## src/hw/rtl/rrqs_pkg.sv

```systemverilog
// ----------------------------------------------------------------------------
// rrqs_pkg: shared types and constants of the round-robin quantum scheduler
// Action and status codes, register map and the queue command and status
// structs passed between the control logic and the ready queue.
// ----------------------------------------------------------------------------
package rrqs_pkg;

  // Action codes of an input item
  localparam logic [1:0] ACT_START      = 2'd0;
  localparam logic [1:0] ACT_ADD        = 2'd1;
  localparam logic [1:0] ACT_RESCHEDULE = 2'd2;
  localparam logic [1:0] ACT_TICK       = 2'd3;

  // Status codes of a result item
  localparam logic [1:0] ST_OK      = 2'd0;
  localparam logic [1:0] ST_DROPPED = 2'd1;
  localparam logic [1:0] ST_WAITING = 2'd2;

  // Configuration map
  localparam int unsigned PADDR_W = 3;
  localparam int unsigned PDATA_W = 32;
  localparam logic [PADDR_W-1:0] REG_QUANTUM_TICKS = 3'd0;

  localparam int unsigned PID_W     = 4;
  localparam int unsigned TICKS_W   = 16;
  localparam int unsigned RCOUNT_W  = 5;
  localparam logic [TICKS_W-1:0] QUANTUM_RESET = 16'd10;

  typedef logic [PID_W-1:0] pid_t;

  // push alone enqueues, pop alone dequeues, both rotate (tail write, head advance)
  typedef struct packed {
    logic push;
    logic pop;
    pid_t wdata;
  } q_cmd_t;

  // count is the fill level before the command of this cycle
  typedef struct packed {
    logic                  empty;
    logic                  full;
    logic [RCOUNT_W-1:0]   count;
  } q_stat_t;

endpackage

```

## src/hw/rtl/rrqs_if.sv

```systemverilog
// ----------------------------------------------------------------------------
// rrqs_if: valid/ready channels of the round-robin quantum scheduler
// One interface for action items and one for result items.
// ----------------------------------------------------------------------------
interface rrqs_in_if;
  logic              valid;
  logic              ready;
  logic [1:0]        action;
  rrqs_pkg::pid_t    proc_id;
  logic              current_running;

  modport source (output valid, output action, output proc_id, output current_running,
                  input ready);
  modport sink   (input valid, input action, input proc_id, input current_running,
                  output ready);
endinterface

interface rrqs_out_if;
  logic                           valid;
  logic                           ready;
  rrqs_pkg::pid_t                 current_id;
  logic                           switched;
  logic                           quantum_expired;
  logic [1:0]                     status;
  logic [rrqs_pkg::RCOUNT_W-1:0]  ready_count;

  modport source (output valid, output current_id, output switched, output quantum_expired,
                  output status, output ready_count, input ready);
  modport sink   (input valid, input current_id, input switched, input quantum_expired,
                  input status, input ready_count, output ready);
endinterface

```

## src/hw/rtl/rrqs_queue.sv

```systemverilog
// ----------------------------------------------------------------------------
// rrqs_queue: ready-process FIFO
// Circular buffer in a synchronous memory with head, tail and fill count;
// the head entry is read on request into a registered output.
// ----------------------------------------------------------------------------
module rrqs_queue #(
  parameter int MAX_PROCS = 16
) (
  input  logic              clk,
  input  logic              rst,
  input  logic              rd_en,
  input  rrqs_pkg::q_cmd_t  cmd,
  output rrqs_pkg::pid_t    rd_data,
  output rrqs_pkg::q_stat_t stat
);

  localparam int PTR_W = (MAX_PROCS > 1) ? $clog2(MAX_PROCS) : 1;
  localparam int CNT_W = $clog2(MAX_PROCS + 1);
  localparam logic [PTR_W-1:0] LAST_SLOT = PTR_W'(MAX_PROCS - 1);
  localparam logic [CNT_W-1:0] FULL_CNT  = CNT_W'(MAX_PROCS);

  rrqs_pkg::pid_t   mem [MAX_PROCS];
  logic [PTR_W-1:0] head;
  logic [PTR_W-1:0] tail;
  logic [CNT_W-1:0] count;
  logic [CNT_W-1:0] count_next;

  always_comb begin
    count_next = count;
    if (cmd.push && !cmd.pop) begin
      count_next = count + CNT_W'(1);
    end else if (cmd.pop && !cmd.push) begin
      count_next = count - CNT_W'(1);
    end
  end

  assign stat.empty = (count == '0);
  assign stat.full  = (count == FULL_CNT);
  assign stat.count = rrqs_pkg::RCOUNT_W'(count);

  // Write at the tail, read the head; read data is registered
  always_ff @(posedge clk) begin
    if (cmd.push) begin
      mem[tail] <= cmd.wdata;
    end
    if (rd_en) begin
      rd_data <= mem[head];
    end
  end

  always_ff @(posedge clk) begin
    if (rst) begin
      head  <= '0;
      tail  <= '0;
      count <= '0;
    end else begin
      if (cmd.push) begin
        tail <= (tail == LAST_SLOT) ? '0 : tail + PTR_W'(1);
      end
      if (cmd.pop) begin
        head <= (head == LAST_SLOT) ? '0 : head + PTR_W'(1);
      end
      count <= count_next;
    end
  end

endmodule

```

## src/hw/rtl/round_robin_quantum_scheduler.sv

```systemverilog
// A result is written to the output register when its action executes; execution
// waits while the output register still holds an untaken result.
// A new action is taken only once the last one has executed, as the queue head
// is first read from the ready-queue memory before the action can execute.
// Reset (synchronous, active high) clears head, tail, count, running id,
// tick counter and waiting mode and loads quantum_ticks with 10.
// ----------------------------------------------------------------------------
// round_robin_quantum_scheduler: round-robin scheduler with time quantum
// Keeps a FIFO of ready process ids, the running id and a quantum
// down-counter, and executes start, add-ready, reschedule and tick actions.
// The queue memory is not cleared; its entries are only used after a write.
// ----------------------------------------------------------------------------
module round_robin_quantum_scheduler #(
  parameter int MAX_PROCS = 16
) (
  input  logic                               clk,
  input  logic                               rst,
  rrqs_in_if.sink                            in_ch,
  rrqs_out_if.source                         out_ch,
  input  logic                               psel,
  input  logic                               penable,
  input  logic                               pwrite,
  input  logic [rrqs_pkg::PADDR_W-1:0]       paddr,
  input  logic [rrqs_pkg::PDATA_W-1:0]       pwdata,
  output logic [rrqs_pkg::PDATA_W-1:0]       prdata,
  output logic                               pready
);

  localparam logic S_IDLE = 1'b0;  // waiting for an action
  localparam logic S_EXEC = 1'b1;  // head data ready, execute and write back

  logic                                state;
  logic [1:0]                          act;
  rrqs_pkg::pid_t                      pid;
  logic                                runnable;
  rrqs_pkg::pid_t                      running_id;
  logic [rrqs_pkg::TICKS_W-1:0]        ticks_left;
  logic                                waiting;
  logic [rrqs_pkg::TICKS_W-1:0]        quantum_ticks;

  rrqs_pkg::q_cmd_t                    q_cmd;
  rrqs_pkg::q_stat_t                   q_stat;
  rrqs_pkg::pid_t                      head_id;

  logic                                in_xfer;
  logic                                exec_fire;

  rrqs_pkg::pid_t                      running_id_next;
  logic [rrqs_pkg::TICKS_W-1:0]        ticks_left_next;
  logic                                waiting_next;
  logic                                switched_next;
  logic                                expired_next;
  logic [1:0]                          status_next;
  logic [rrqs_pkg::RCOUNT_W-1:0]       ready_count_next;

  // ---------------------------------------------------------------------------
  // Configuration port: one register, always ready
  // ---------------------------------------------------------------------------
  assign pready = 1'b1;

  always_ff @(posedge clk) begin
    if (rst) begin
      quantum_ticks <= rrqs_pkg::QUANTUM_RESET;
    end else if (psel && penable && pwrite && paddr == rrqs_pkg::REG_QUANTUM_TICKS) begin
      quantum_ticks <= pwdata[rrqs_pkg::TICKS_W-1:0];
    end
  end

  always_comb begin
    prdata = '0;
    if (paddr == rrqs_pkg::REG_QUANTUM_TICKS) begin
      prdata = rrqs_pkg::PDATA_W'(quantum_ticks);
    end
  end

  // ---------------------------------------------------------------------------
  // Handshake: take an action in idle, even while a result still waits; the
  // execute cycle holds until the output register is free.
  // ---------------------------------------------------------------------------
  assign in_ch.ready = (state == S_IDLE);
  assign in_xfer     = in_ch.valid && in_ch.ready;
  assign exec_fire   = (state == S_EXEC) && (!out_ch.valid || out_ch.ready);

  always_ff @(posedge clk) begin
    if (rst) begin
      state <= S_IDLE;
    end else begin
      case (state)
        S_IDLE: begin
          if (in_xfer) begin
            state <= S_EXEC;
          end
        end
        S_EXEC: begin
          if (exec_fire) begin
            state <= S_IDLE;
          end
        end
        default: state <= S_IDLE;
      endcase
    end
  end

  // Capture the action; the head read is issued on the same edge
  always_ff @(posedge clk) begin
    if (in_xfer) begin
      act      <= in_ch.action;
      pid      <= in_ch.proc_id;
      runnable <= in_ch.current_running;
    end
  end

  rrqs_queue #(
    .MAX_PROCS (MAX_PROCS)
  ) u_queue (
    .clk     (clk),
    .rst     (rst),
    .rd_en   (in_xfer),
    .cmd     (q_cmd),
    .rd_data (head_id),
    .stat    (q_stat)
  );

  // ---------------------------------------------------------------------------
  // Action execution
  // ---------------------------------------------------------------------------
  always_comb begin
    q_cmd           = '0;
    running_id_next = running_id;
    ticks_left_next = ticks_left;
    waiting_next    = waiting;
    switched_next   = 1'b0;
    expired_next    = 1'b0;
    status_next     = rrqs_pkg::ST_OK;

    case (act)
      rrqs_pkg::ACT_START: begin
        running_id_next = pid;
        ticks_left_next = quantum_ticks;
        waiting_next    = 1'b0;
      end
      rrqs_pkg::ACT_ADD: begin
        if (waiting) begin
          // dispatch directly, queue untouched
          switched_next   = (pid != running_id);
          running_id_next = pid;
          ticks_left_next = quantum_ticks;
          waiting_next    = 1'b0;
        end else if (q_stat.full) begin
          status_next = rrqs_pkg::ST_DROPPED;
        end else begin
          q_cmd.push  = 1'b1;
          q_cmd.wdata = pid;
        end
      end
      rrqs_pkg::ACT_RESCHEDULE: begin
        if (q_stat.empty) begin
          if (runnable) begin
            // keep the same process, reload its quantum
            ticks_left_next = quantum_ticks;
            waiting_next    = 1'b0;
          end else begin
            waiting_next = 1'b1;
            status_next  = rrqs_pkg::ST_WAITING;
          end
        end else begin
          // rotate the runnable process to the tail, dispatch the head
          q_cmd.pop       = 1'b1;
          q_cmd.push      = runnable;
          q_cmd.wdata     = running_id;
          switched_next   = (head_id != running_id);
          running_id_next = head_id;
          ticks_left_next = quantum_ticks;
          waiting_next    = 1'b0;
        end
      end
      rrqs_pkg::ACT_TICK: begin
        ticks_left_next = ticks_left - rrqs_pkg::TICKS_W'(1);
        expired_next    = (ticks_left_next == '0);
      end
      default: begin
        q_cmd = '0;
      end
    endcase

    // only commit in the execute cycle that fires
    if (!exec_fire) begin
      q_cmd = '0;
    end
  end

  // Fill level after the queue command of this cycle
  always_comb begin
    ready_count_next = q_stat.count;
    if (q_cmd.push && !q_cmd.pop) begin
      ready_count_next = q_stat.count + rrqs_pkg::RCOUNT_W'(1);
    end else if (q_cmd.pop && !q_cmd.push) begin
      ready_count_next = q_stat.count - rrqs_pkg::RCOUNT_W'(1);
    end
  end

  always_ff @(posedge clk) begin
    if (rst) begin
      running_id <= '0;
      ticks_left <= '0;
      waiting    <= 1'b0;
    end else if (exec_fire) begin
      running_id <= running_id_next;
      ticks_left <= ticks_left_next;
      waiting    <= waiting_next;
    end
  end

  // ---------------------------------------------------------------------------
  // Output register
  // ---------------------------------------------------------------------------
  always_ff @(posedge clk) begin
    if (rst) begin
      out_ch.valid <= 1'b0;
    end else if (exec_fire) begin
      out_ch.valid <= 1'b1;
    end else if (out_ch.ready) begin
      out_ch.valid <= 1'b0;
    end
  end

  always_ff @(posedge clk) begin
    if (exec_fire) begin
      out_ch.current_id      <= running_id_next;
      out_ch.switched        <= switched_next;
      out_ch.quantum_expired <= expired_next;
      out_ch.status          <= status_next;
      out_ch.ready_count     <= ready_count_next;
    end
  end

endmodule

```

## src/flat_wrapper.sv

```systemverilog
// flat-port wrapper written by rule: the top's interface ports become plain ports
module round_robin_quantum_scheduler_flat 
#(
  parameter int MAX_PROCS = 16
)
  (clk, rst, psel, penable, pwrite, paddr, pwdata, prdata, pready, in_ch_valid, in_ch_action, in_ch_proc_id, in_ch_current_running, in_ch_ready, out_ch_valid, out_ch_current_id, out_ch_switched, out_ch_quantum_expired, out_ch_status, out_ch_ready_count, out_ch_ready);
  rrqs_in_if in_ch_i ();
  rrqs_out_if out_ch_i ();
  input  logic clk;
  input  logic rst;
  input  logic psel;
  input  logic penable;
  input  logic pwrite;
  input  logic [rrqs_pkg::PADDR_W-1:0] paddr;
  input  logic [rrqs_pkg::PDATA_W-1:0] pwdata;
  output logic [rrqs_pkg::PDATA_W-1:0] prdata;
  output logic pready;
  input wire logic [$bits(in_ch_i.valid)-1:0] in_ch_valid;
  input wire logic [$bits(in_ch_i.action)-1:0] in_ch_action;
  input wire logic [$bits(in_ch_i.proc_id)-1:0] in_ch_proc_id;
  input wire logic [$bits(in_ch_i.current_running)-1:0] in_ch_current_running;
  output wire logic [$bits(in_ch_i.ready)-1:0] in_ch_ready;
  output wire logic [$bits(out_ch_i.valid)-1:0] out_ch_valid;
  output wire logic [$bits(out_ch_i.current_id)-1:0] out_ch_current_id;
  output wire logic [$bits(out_ch_i.switched)-1:0] out_ch_switched;
  output wire logic [$bits(out_ch_i.quantum_expired)-1:0] out_ch_quantum_expired;
  output wire logic [$bits(out_ch_i.status)-1:0] out_ch_status;
  output wire logic [$bits(out_ch_i.ready_count)-1:0] out_ch_ready_count;
  input wire logic [$bits(out_ch_i.ready)-1:0] out_ch_ready;
  assign in_ch_i.valid = in_ch_valid;
  assign in_ch_i.action = in_ch_action;
  assign in_ch_i.proc_id = in_ch_proc_id;
  assign in_ch_i.current_running = in_ch_current_running;
  assign in_ch_ready = in_ch_i.ready;
  assign out_ch_valid = out_ch_i.valid;
  assign out_ch_current_id = out_ch_i.current_id;
  assign out_ch_switched = out_ch_i.switched;
  assign out_ch_quantum_expired = out_ch_i.quantum_expired;
  assign out_ch_status = out_ch_i.status;
  assign out_ch_ready_count = out_ch_i.ready_count;
  assign out_ch_i.ready = out_ch_ready;
  round_robin_quantum_scheduler #(.MAX_PROCS(MAX_PROCS)) u_core (.clk(clk), .rst(rst), .in_ch(in_ch_i), .out_ch(out_ch_i), .psel(psel), .penable(penable), .pwrite(pwrite), .paddr(paddr), .pwdata(pwdata), .prdata(prdata), .pready(pready));
endmodule
```

## config.mk

```make
export PLATFORM = sky130hd
export DESIGN_NAME = round_robin_quantum_scheduler_flat
export DESIGN_NICKNAME = d
export VERILOG_FILES = /design/src/hw/rtl/rrqs_pkg.sv /design/src/hw/rtl/rrqs_if.sv /design/src/hw/rtl/rrqs_queue.sv /design/src/hw/rtl/round_robin_quantum_scheduler.sv /design/src/flat_wrapper.sv
export SDC_FILE = /design/constraint.sdc
export NUM_CORES = 1
export LEC_CHECK = 0
export BUFFER_PORTS_ARGS = -buffer_cell sky130_fd_sc_hd__buf_2
export CAP_MARGIN = 20
export CORE_MARGIN = 2
export CORE_UTILIZATION = 57
export DETAILED_ROUTE_END_ITERATION = 8
export GPL_TIMING_DRIVEN = 0
export PLACE_DENSITY = 0.79
export SETUP_SLACK_MARGIN = 0.02
export SYNTH_ARGS = -nofsm -noshare
export SYNTH_HDL_FRONTEND = slang
export SYNTH_SLANG_ARGS = --single-unit
```

## constraint.sdc

```tcl
create_clock -name clk -period 3.2 [get_ports clk]
set_clock_uncertainty 0.2 [all_clocks]
set_input_delay 0.64 -clock clk [delete_from_list [all_inputs] [get_ports clk]]
set_output_delay 0.64 -clock clk [all_outputs]
set_load 0.01 [all_outputs]
```

## After elaboration in Yosys (flattened, before gate mapping)

Memories as Yosys holds them, arrays and structs flattened. A register that Yosys moved wholly into a read port is not among the register bits.
Index checks and enable logic that the tools add are counted.

- Register bits after elaboration: 72
- Latch bits: 0
- Memory bits (writable): 64
- Bits in read-only memories: 0
- Input bits: 49
- Output and inout bits: 48
- Logic and storage cells: 93
- Memories: 1

Memory list:

| memory | depth | bits a word | read ports | clocked after Yosys merged registers in | write ports | line | source |
|---|---|---|---|---|---|---|---|
| u_core.u_queue.mem | 16 | 4 | 1 | 1 | 1 | rrqs_queue.sv:22 | `rrqs_pkg::pid_t mem [MAX_PROCS];` |

- $add $sub $neg: 5
- Multipliers: 0
- Div/mod/pow operators: 0
- $lt $le $gt $ge: 0
- Equal/unequal tests: 10
- Shifts and indexed selects: 0
- Mux-type cells: 39
- Bitwise logic cells: 1
- Reductions and logical operators: 20

Operators with widths:

| operator | number |
|---|---|
| 16-bit two-way mux | 4 |
| 16-bit case mux with 4 select lines | 1 |
| 4-bit two-way mux | 6 |
| 16-bit zero test | 1 |
| 16-bit by 1-bit subtractor with 16-bit output (second input constant) | 1 |
| 1-bit two-way mux | 15 |
| 6-bit two-way mux | 2 |
| 4-bit case mux with 3 select lines | 1 |
| 5-bit two-way mux | 2 |
| 4-bit by 1-bit adder with 4-bit output (second input constant) | 2 |
| 4-bit == test (second input constant) | 2 |
| 4-bit inequality test | 2 |
| 1-bit case mux with 2 select lines | 4 |
| 4-bit case mux with 2 select lines | 1 |
| 1-bit logical AND | 7 |
| 5-bit by 1-bit adder with 5-bit output (second input constant) | 1 |
| 5-bit == test (second input constant) | 1 |
| 5-bit zero test | 1 |
| 5-bit by 1-bit subtractor with 5-bit output (second input constant) | 1 |
| 2-bit == test (second input constant) | 2 |
| 2-bit two-way mux | 2 |
| 2-bit case mux with 2 select lines | 1 |
| 2-bit nonzero test | 2 |
| 1-bit zero test | 3 |
| 10 further kinds | 10 |

## Longest topological paths before layout

- Word-level depth: 9
- Gate-level depth with buffers: 9
- Mapped depth without buffers: 7

## Modules after synthesis

Synthesis repeated with hierarchy kept, for this count alone.

- Cell total of the unflattened synthesis: 600
- Area total of the unflattened synthesis: 6727.7 um^2

Modules (own cells, without submodules):

| module | instances | cells an instance | area an instance (um^2) |
|---|---|---|---|
| rrqs_queue | 1 | 210 | 3413.3 |
| round_robin_quantum_scheduler | 1 | 390 | 3314.4 |

## Least setup slack after synthesis

Ideal clock, no wire load.

- Path kind: reg-to-reg
- Start point: reg u_core.act[1]
- End point: mem u_core.u_queue.mem[2][0] (netlist bit), enable pin
- Setup time: 0.361 ns
- Data arrival time: 2.008 ns
- Slack: 0.630 ns
- Stages on the path, launching flop included: 9
- Period minus slack after synthesis: 2.570 ns
- Cells stage by stage: edfxtp_1 -> inv_1 -> ha_1 -> nor2b_1 -> clkbuf_1 -> nand2_1 -> a21oi_1 -> nand2_1 -> nor3_1

- Longest elaborated chain between the ends: 5
- Elaborated cells on any way between the ends: 6
- Classes of those cells: eq/ne: 2; mux: 4

RTL lines:

| element | line | source |
|---|---|---|
| start: declaration | round_robin_quantum_scheduler.sv:33 | `logic [1:0] act;` |
| start signal: assignment | round_robin_quantum_scheduler.sv:107 | `act <= in_ch.action;` |
| 2-bit == test / 2-bit by 1-bit == test with 1-bit output (equally long branches) | round_robin_quantum_scheduler.sv:136 | `case (act)` |
| 1-bit case mux with 2 select lines (*) | round_robin_quantum_scheduler.sv:136 |  |
| 6-bit two-way mux (*) | round_robin_quantum_scheduler.sv:187 | `if (!exec_fire) begin` |
| 1-bit two-way mux (*) | rrqs_queue.sv:43 | `if (cmd.push) begin` |
| 1-bit two-way mux (implied by the code) (*) | rrqs_queue.sv:44 | `mem[tail] <= cmd.wdata;` |
| end: declaration | rrqs_queue.sv:22 |  |

Every way passes the cells marked *; elsewhere a longest branch is shown, timed or not.

## Worst setup path in the final report

- Start point: in paddr[1] (netlist bit)
- End point: out prdata[8] (netlist bit)

- Longest elaborated chain between the ends: 2

RTL lines:

| element | line | source |
|---|---|---|
| start: declaration | flat_wrapper.sv:14 | `input logic [rrqs_pkg::PADDR_W-1:0] paddr;` |
| 3-bit zero test | round_robin_quantum_scheduler.sv:71 | `if (paddr == rrqs_pkg::REG_QUANTUM_TICKS) begin` |
| 16-bit two-way mux | round_robin_quantum_scheduler.sv:71 |  |
| end: declaration | flat_wrapper.sv:16 | `output logic [rrqs_pkg::PDATA_W-1:0] prdata;` |

Every way passes these cells.

==> impl_metrics.env <==
export IMPL_violations="design-rule violations"
export IMPL_endpoint="prdata[8]"
export IMPL_r2r_slack_ns=0.22
export IMPL_p_total_w=0.00430
export IMPL_drv_cap=0
export IMPL_reg2reg_from="u_core.act[1]$_DFFE_PP_"
export IMPL_layout_drive_gt1_share_pct=23.1
export IMPL_die_y_um=113
export IMPL_fillers=843
export IMPL_min_delay_path_class="in2reg"
export IMPL_grt_total_usage_pct=26.5
export IMPL_required_ns=2.36
export IMPL_grt_pass1_wl_um=26100
export IMPL_ir_drop_v=0.000584
export IMPL_p_clk_share_pct=43.8
export IMPL_avgViaCountPerCell=5.99
export IMPL_synth_seq_cells=140
export IMPL_holdWs_ns=0.186
export IMPL_worstPathArrival_ns=2.18
export IMPL_clock_fmax_ghz=0.332
export IMPL_place_congestion=0.942
export IMPL_drt_initial_drc_count=418
export IMPL_core_area_um2=11500
export IMPL_first_pass_iters=7
export IMPL_final_nets=764
export IMPL_num_rows=39
export IMPL_cts_setup_buffers=0
export IMPL_end_kind="output pin"
export IMPL_area_growth_pct=16.9
export IMPL_multi_input_area_um2=2820
export IMPL_syn_inst=602
export IMPL_ys_warnings_count=0
export IMPL_rsz0062_at_grt="no"
export IMPL_avgSynthCellArea_um2=11.3
export IMPL_crit_fanout=10
export IMPL_io_buffers=62
export IMPL_synth_cell_type_count=71
export IMPL_root_buffer="clkbuf_16"
export IMPL_fin_crit_ns=3.02
export IMPL_synth_edff_count=88
export IMPL_syn_area_um2=6790
export IMPL_numCtsBuffers=17
export IMPL_pwr_share_seq_pct=46.3
export IMPL_clk_latency_ns=0.43
export IMPL_synth_flop_cell="edfxtp_1"
export IMPL_switchingPower_w=0.00111
export IMPL_overflow=0
export IMPL_power_leakage_nw=2.98
export IMPL_status="finished with violations"
export IMPL_seq_area_um2=3680
export IMPL_grt_start_max_net_pins=20
export IMPL_tightestPinTransition_ns=0.949
export IMPL_setup_viol=0
export IMPL_sw_frac_of_total_pct=25.8
export IMPL_cts_resized=1
export IMPL_start_kind="input pin"
export IMPL_drv_slew=0
export IMPL_antenna_found_initial=0
export IMPL_power_density_nw_per_um2=542
export IMPL_die_w_um=113
export IMPL_power_frac_comb_pct=9.9
export IMPL_clk_path_buf_depth=2
export IMPL_cts_sinks=140
export IMPL_r2r_cells=8
export IMPL_pin_count=97
export IMPL_cts_tree="yes"
export IMPL_ctsHoldBuffers=0
export IMPL_die_area_um2=12800
export IMPL_finalWirelength_um=16300
export IMPL_initial_core_util_pct=59.0
export IMPL_period_share_pct=94.2
export IMPL_drc_errors=8
export IMPL_hpwl_um=11600
export IMPL_critical_path_class="in2out"
export IMPL_r2r_end="u_core.u_queue.mem[1][1]$_DFFE_PP_"
export IMPL_ys_seq_area_share_pct=54.2
export IMPL_path_clk_slew_ns=0.06
export IMPL_vias=5131
export IMPL_ant_nets=0
export IMPL_grt_pass1_vias=5122
export IMPL_crit_start="paddr[1]"
export IMPL_htree_levels=4
export IMPL_async_reset_ff_share_pct=0
export IMPL_routedWlPerCell_um=19.1
export IMPL_hold_viol=0
export IMPL_diodes=0
export IMPL_max_slew_margin_rel_pct=36.2
export IMPL_internal_power_w=0.00319
cell usage in the layout, fill, tap and decap left out, types with 6 or more instances in the layout:
cell and instances:
a21oi_1 36, a22oi_1 10, a31oi_1 6, and2_1 21, buf_2 71, buf_4 20, clkbuf_1 19, clkbuf_16 17
conb_1 17, dfxtp_1 52, edfxtp_1 88, ha_1 14, inv_1 17, mux4_2 20, nand2_1 64, nand3_1 11
nor2_1 52, nor3_1 10, o21ai_0 26, xnor2_1 7, xor2_1 7
flip-flops by register name, indices dropped and copies added, names as in the netlist, 4 cells and up:
register	count
u_core.quantum_ticks	16
u_core.ticks_left	16
u_core.u_queue.count	5
u_core.u_queue.head	4
u_core.out_ch.current_id	4
u_core.pid	4
u_core.u_queue.mem	64
u_core.out_ch.ready_count	5
u_core.running_id	4
u_core.u_queue.rd_data	4
u_core.u_queue.tail	4
how the worst min path moves through the flow:
stage	startpoint	end	slack, ns	cells after the start
after floorplan	u_core.quantum_ticks[13]$_SDFFE_PP0P_	u_core.quantum_ticks[13]$_SDFFE_PP0P_	0.24	2
after global placement	u_core.quantum_ticks[13]$_SDFFE_PP0P_	u_core.quantum_ticks[13]$_SDFFE_PP0P_	0.26	2
after detailed placement	u_core.quantum_ticks[12]$_SDFFE_PP0P_	u_core.quantum_ticks[12]$_SDFFE_PP0P_	0.26	2
after CTS	in_ch_action[1]	u_core.act[1]$_DFFE_PP_	0.18	1
after global routing	in_ch_proc_id[3]	u_core.pid[3]$_DFFE_PP_	0.18	1
final	in_ch_proc_id[0]	u_core.pid[0]$_DFFE_PP_	0.19	1
logic make-up (layout without fill, tap and decap cells):
family,Yosys count,after routing,share of synthesized area (%)
flops,140,140,54.2
buf+inv,70,167,5.34
compound gates,126,126,12.5
simple gates,210,210,15.8
other cells,2,17,0.111
mux,26,26,7.55
xor+xnor,14,14,1.81
fa+ha+maj,14,14,2.58
per-stage QoR:
stage	setup slack [ns]	std cells	utilization (%)	TNS [ns]	cell area, µm²
after detailed placement	-0.0465	822	63.7	-0.518	7340
after global placement	0.122	822	63.7	0	7340
after global routing	0.0270	857	68.9	0	7940
after floorplan	0.630	617	-	0	6850
after CTS	0.165	854	68.6	0	7910
final	0.184	857	68.9	0	7940
power groups by stage:
stage	clock network (W)	logic, W	registers [W]
after CTS	0.00190	0.000413	0.00199
after floorplan	0	0.000291	0.00202
after global routing	0.00197	0.000464	0.00199
after global placement	0	0.000399	0.00202
final	0.00189	0.000427	0.00199
after detailed placement	0	0.000408	0.00203
routing by layer:
layer / vias to the layer above / wire [µm] / track usage, %
met1: 2460 / 6550 / 33.2
met5: - / 0 / 0
li1: 2389 / - / -
met3: 44 / 1170 / 5.68
met4: 0 / 615 / 13.9
met2: 238 / 7990 / 43.4
critical path, stage by stage:
cell	delay, ns
buf_2	0.09
nor3_1	0.77
clkbuf_1	0.35
and2_1	0.19
buf_2	0.13
cells in the mapped netlist, drive strengths merged, types with 6 or more instances:
| cell | instances | share of area (%) |
|---|---|---|
| a211oi | 6 | 0.74 |
| and2 | 21 | 1.9 |
| xnor2 | 7 | 0.90 |
| a21oi | 37 | 2.7 |
| buf | 34 | 3.4 |
| edfxtp | 88 | 39 |
| and3 | 6 | 0.63 |
| dfxtp | 52 | 15 |
| nor2 | 54 | 3.0 |
| xor2 | 7 | 0.90 |
| ha | 14 | 2.6 |
| nor3 | 14 | 1.3 |
| clkbuf | 19 | 1.1 |
| nand2 | 64 | 3.5 |
| nand3 | 11 | 0.81 |
| a22oi | 10 | 1.1 |
| o21ai | 26 | 1.9 |
| inv | 17 | 0.94 |
| mux4 | 20 | 6.6 |
| a31oi | 7 | 0.87 |
final cells by class:
cell class | instances | area share (%)
Multi-Input combinational cell | 407 | 35.5
Buffer | 53 | 3.77
Clock buffer | 17 | 5.36
Tap cell | 143 | 2.25
Inverter | 17 | 0.804
Sequential cell | 140 | 46.4
Timing Repair Buffer | 65 | 4.16
Clock inverter | 15 | 1.75
Note: power is estimated with default switching activity, not from simulation.
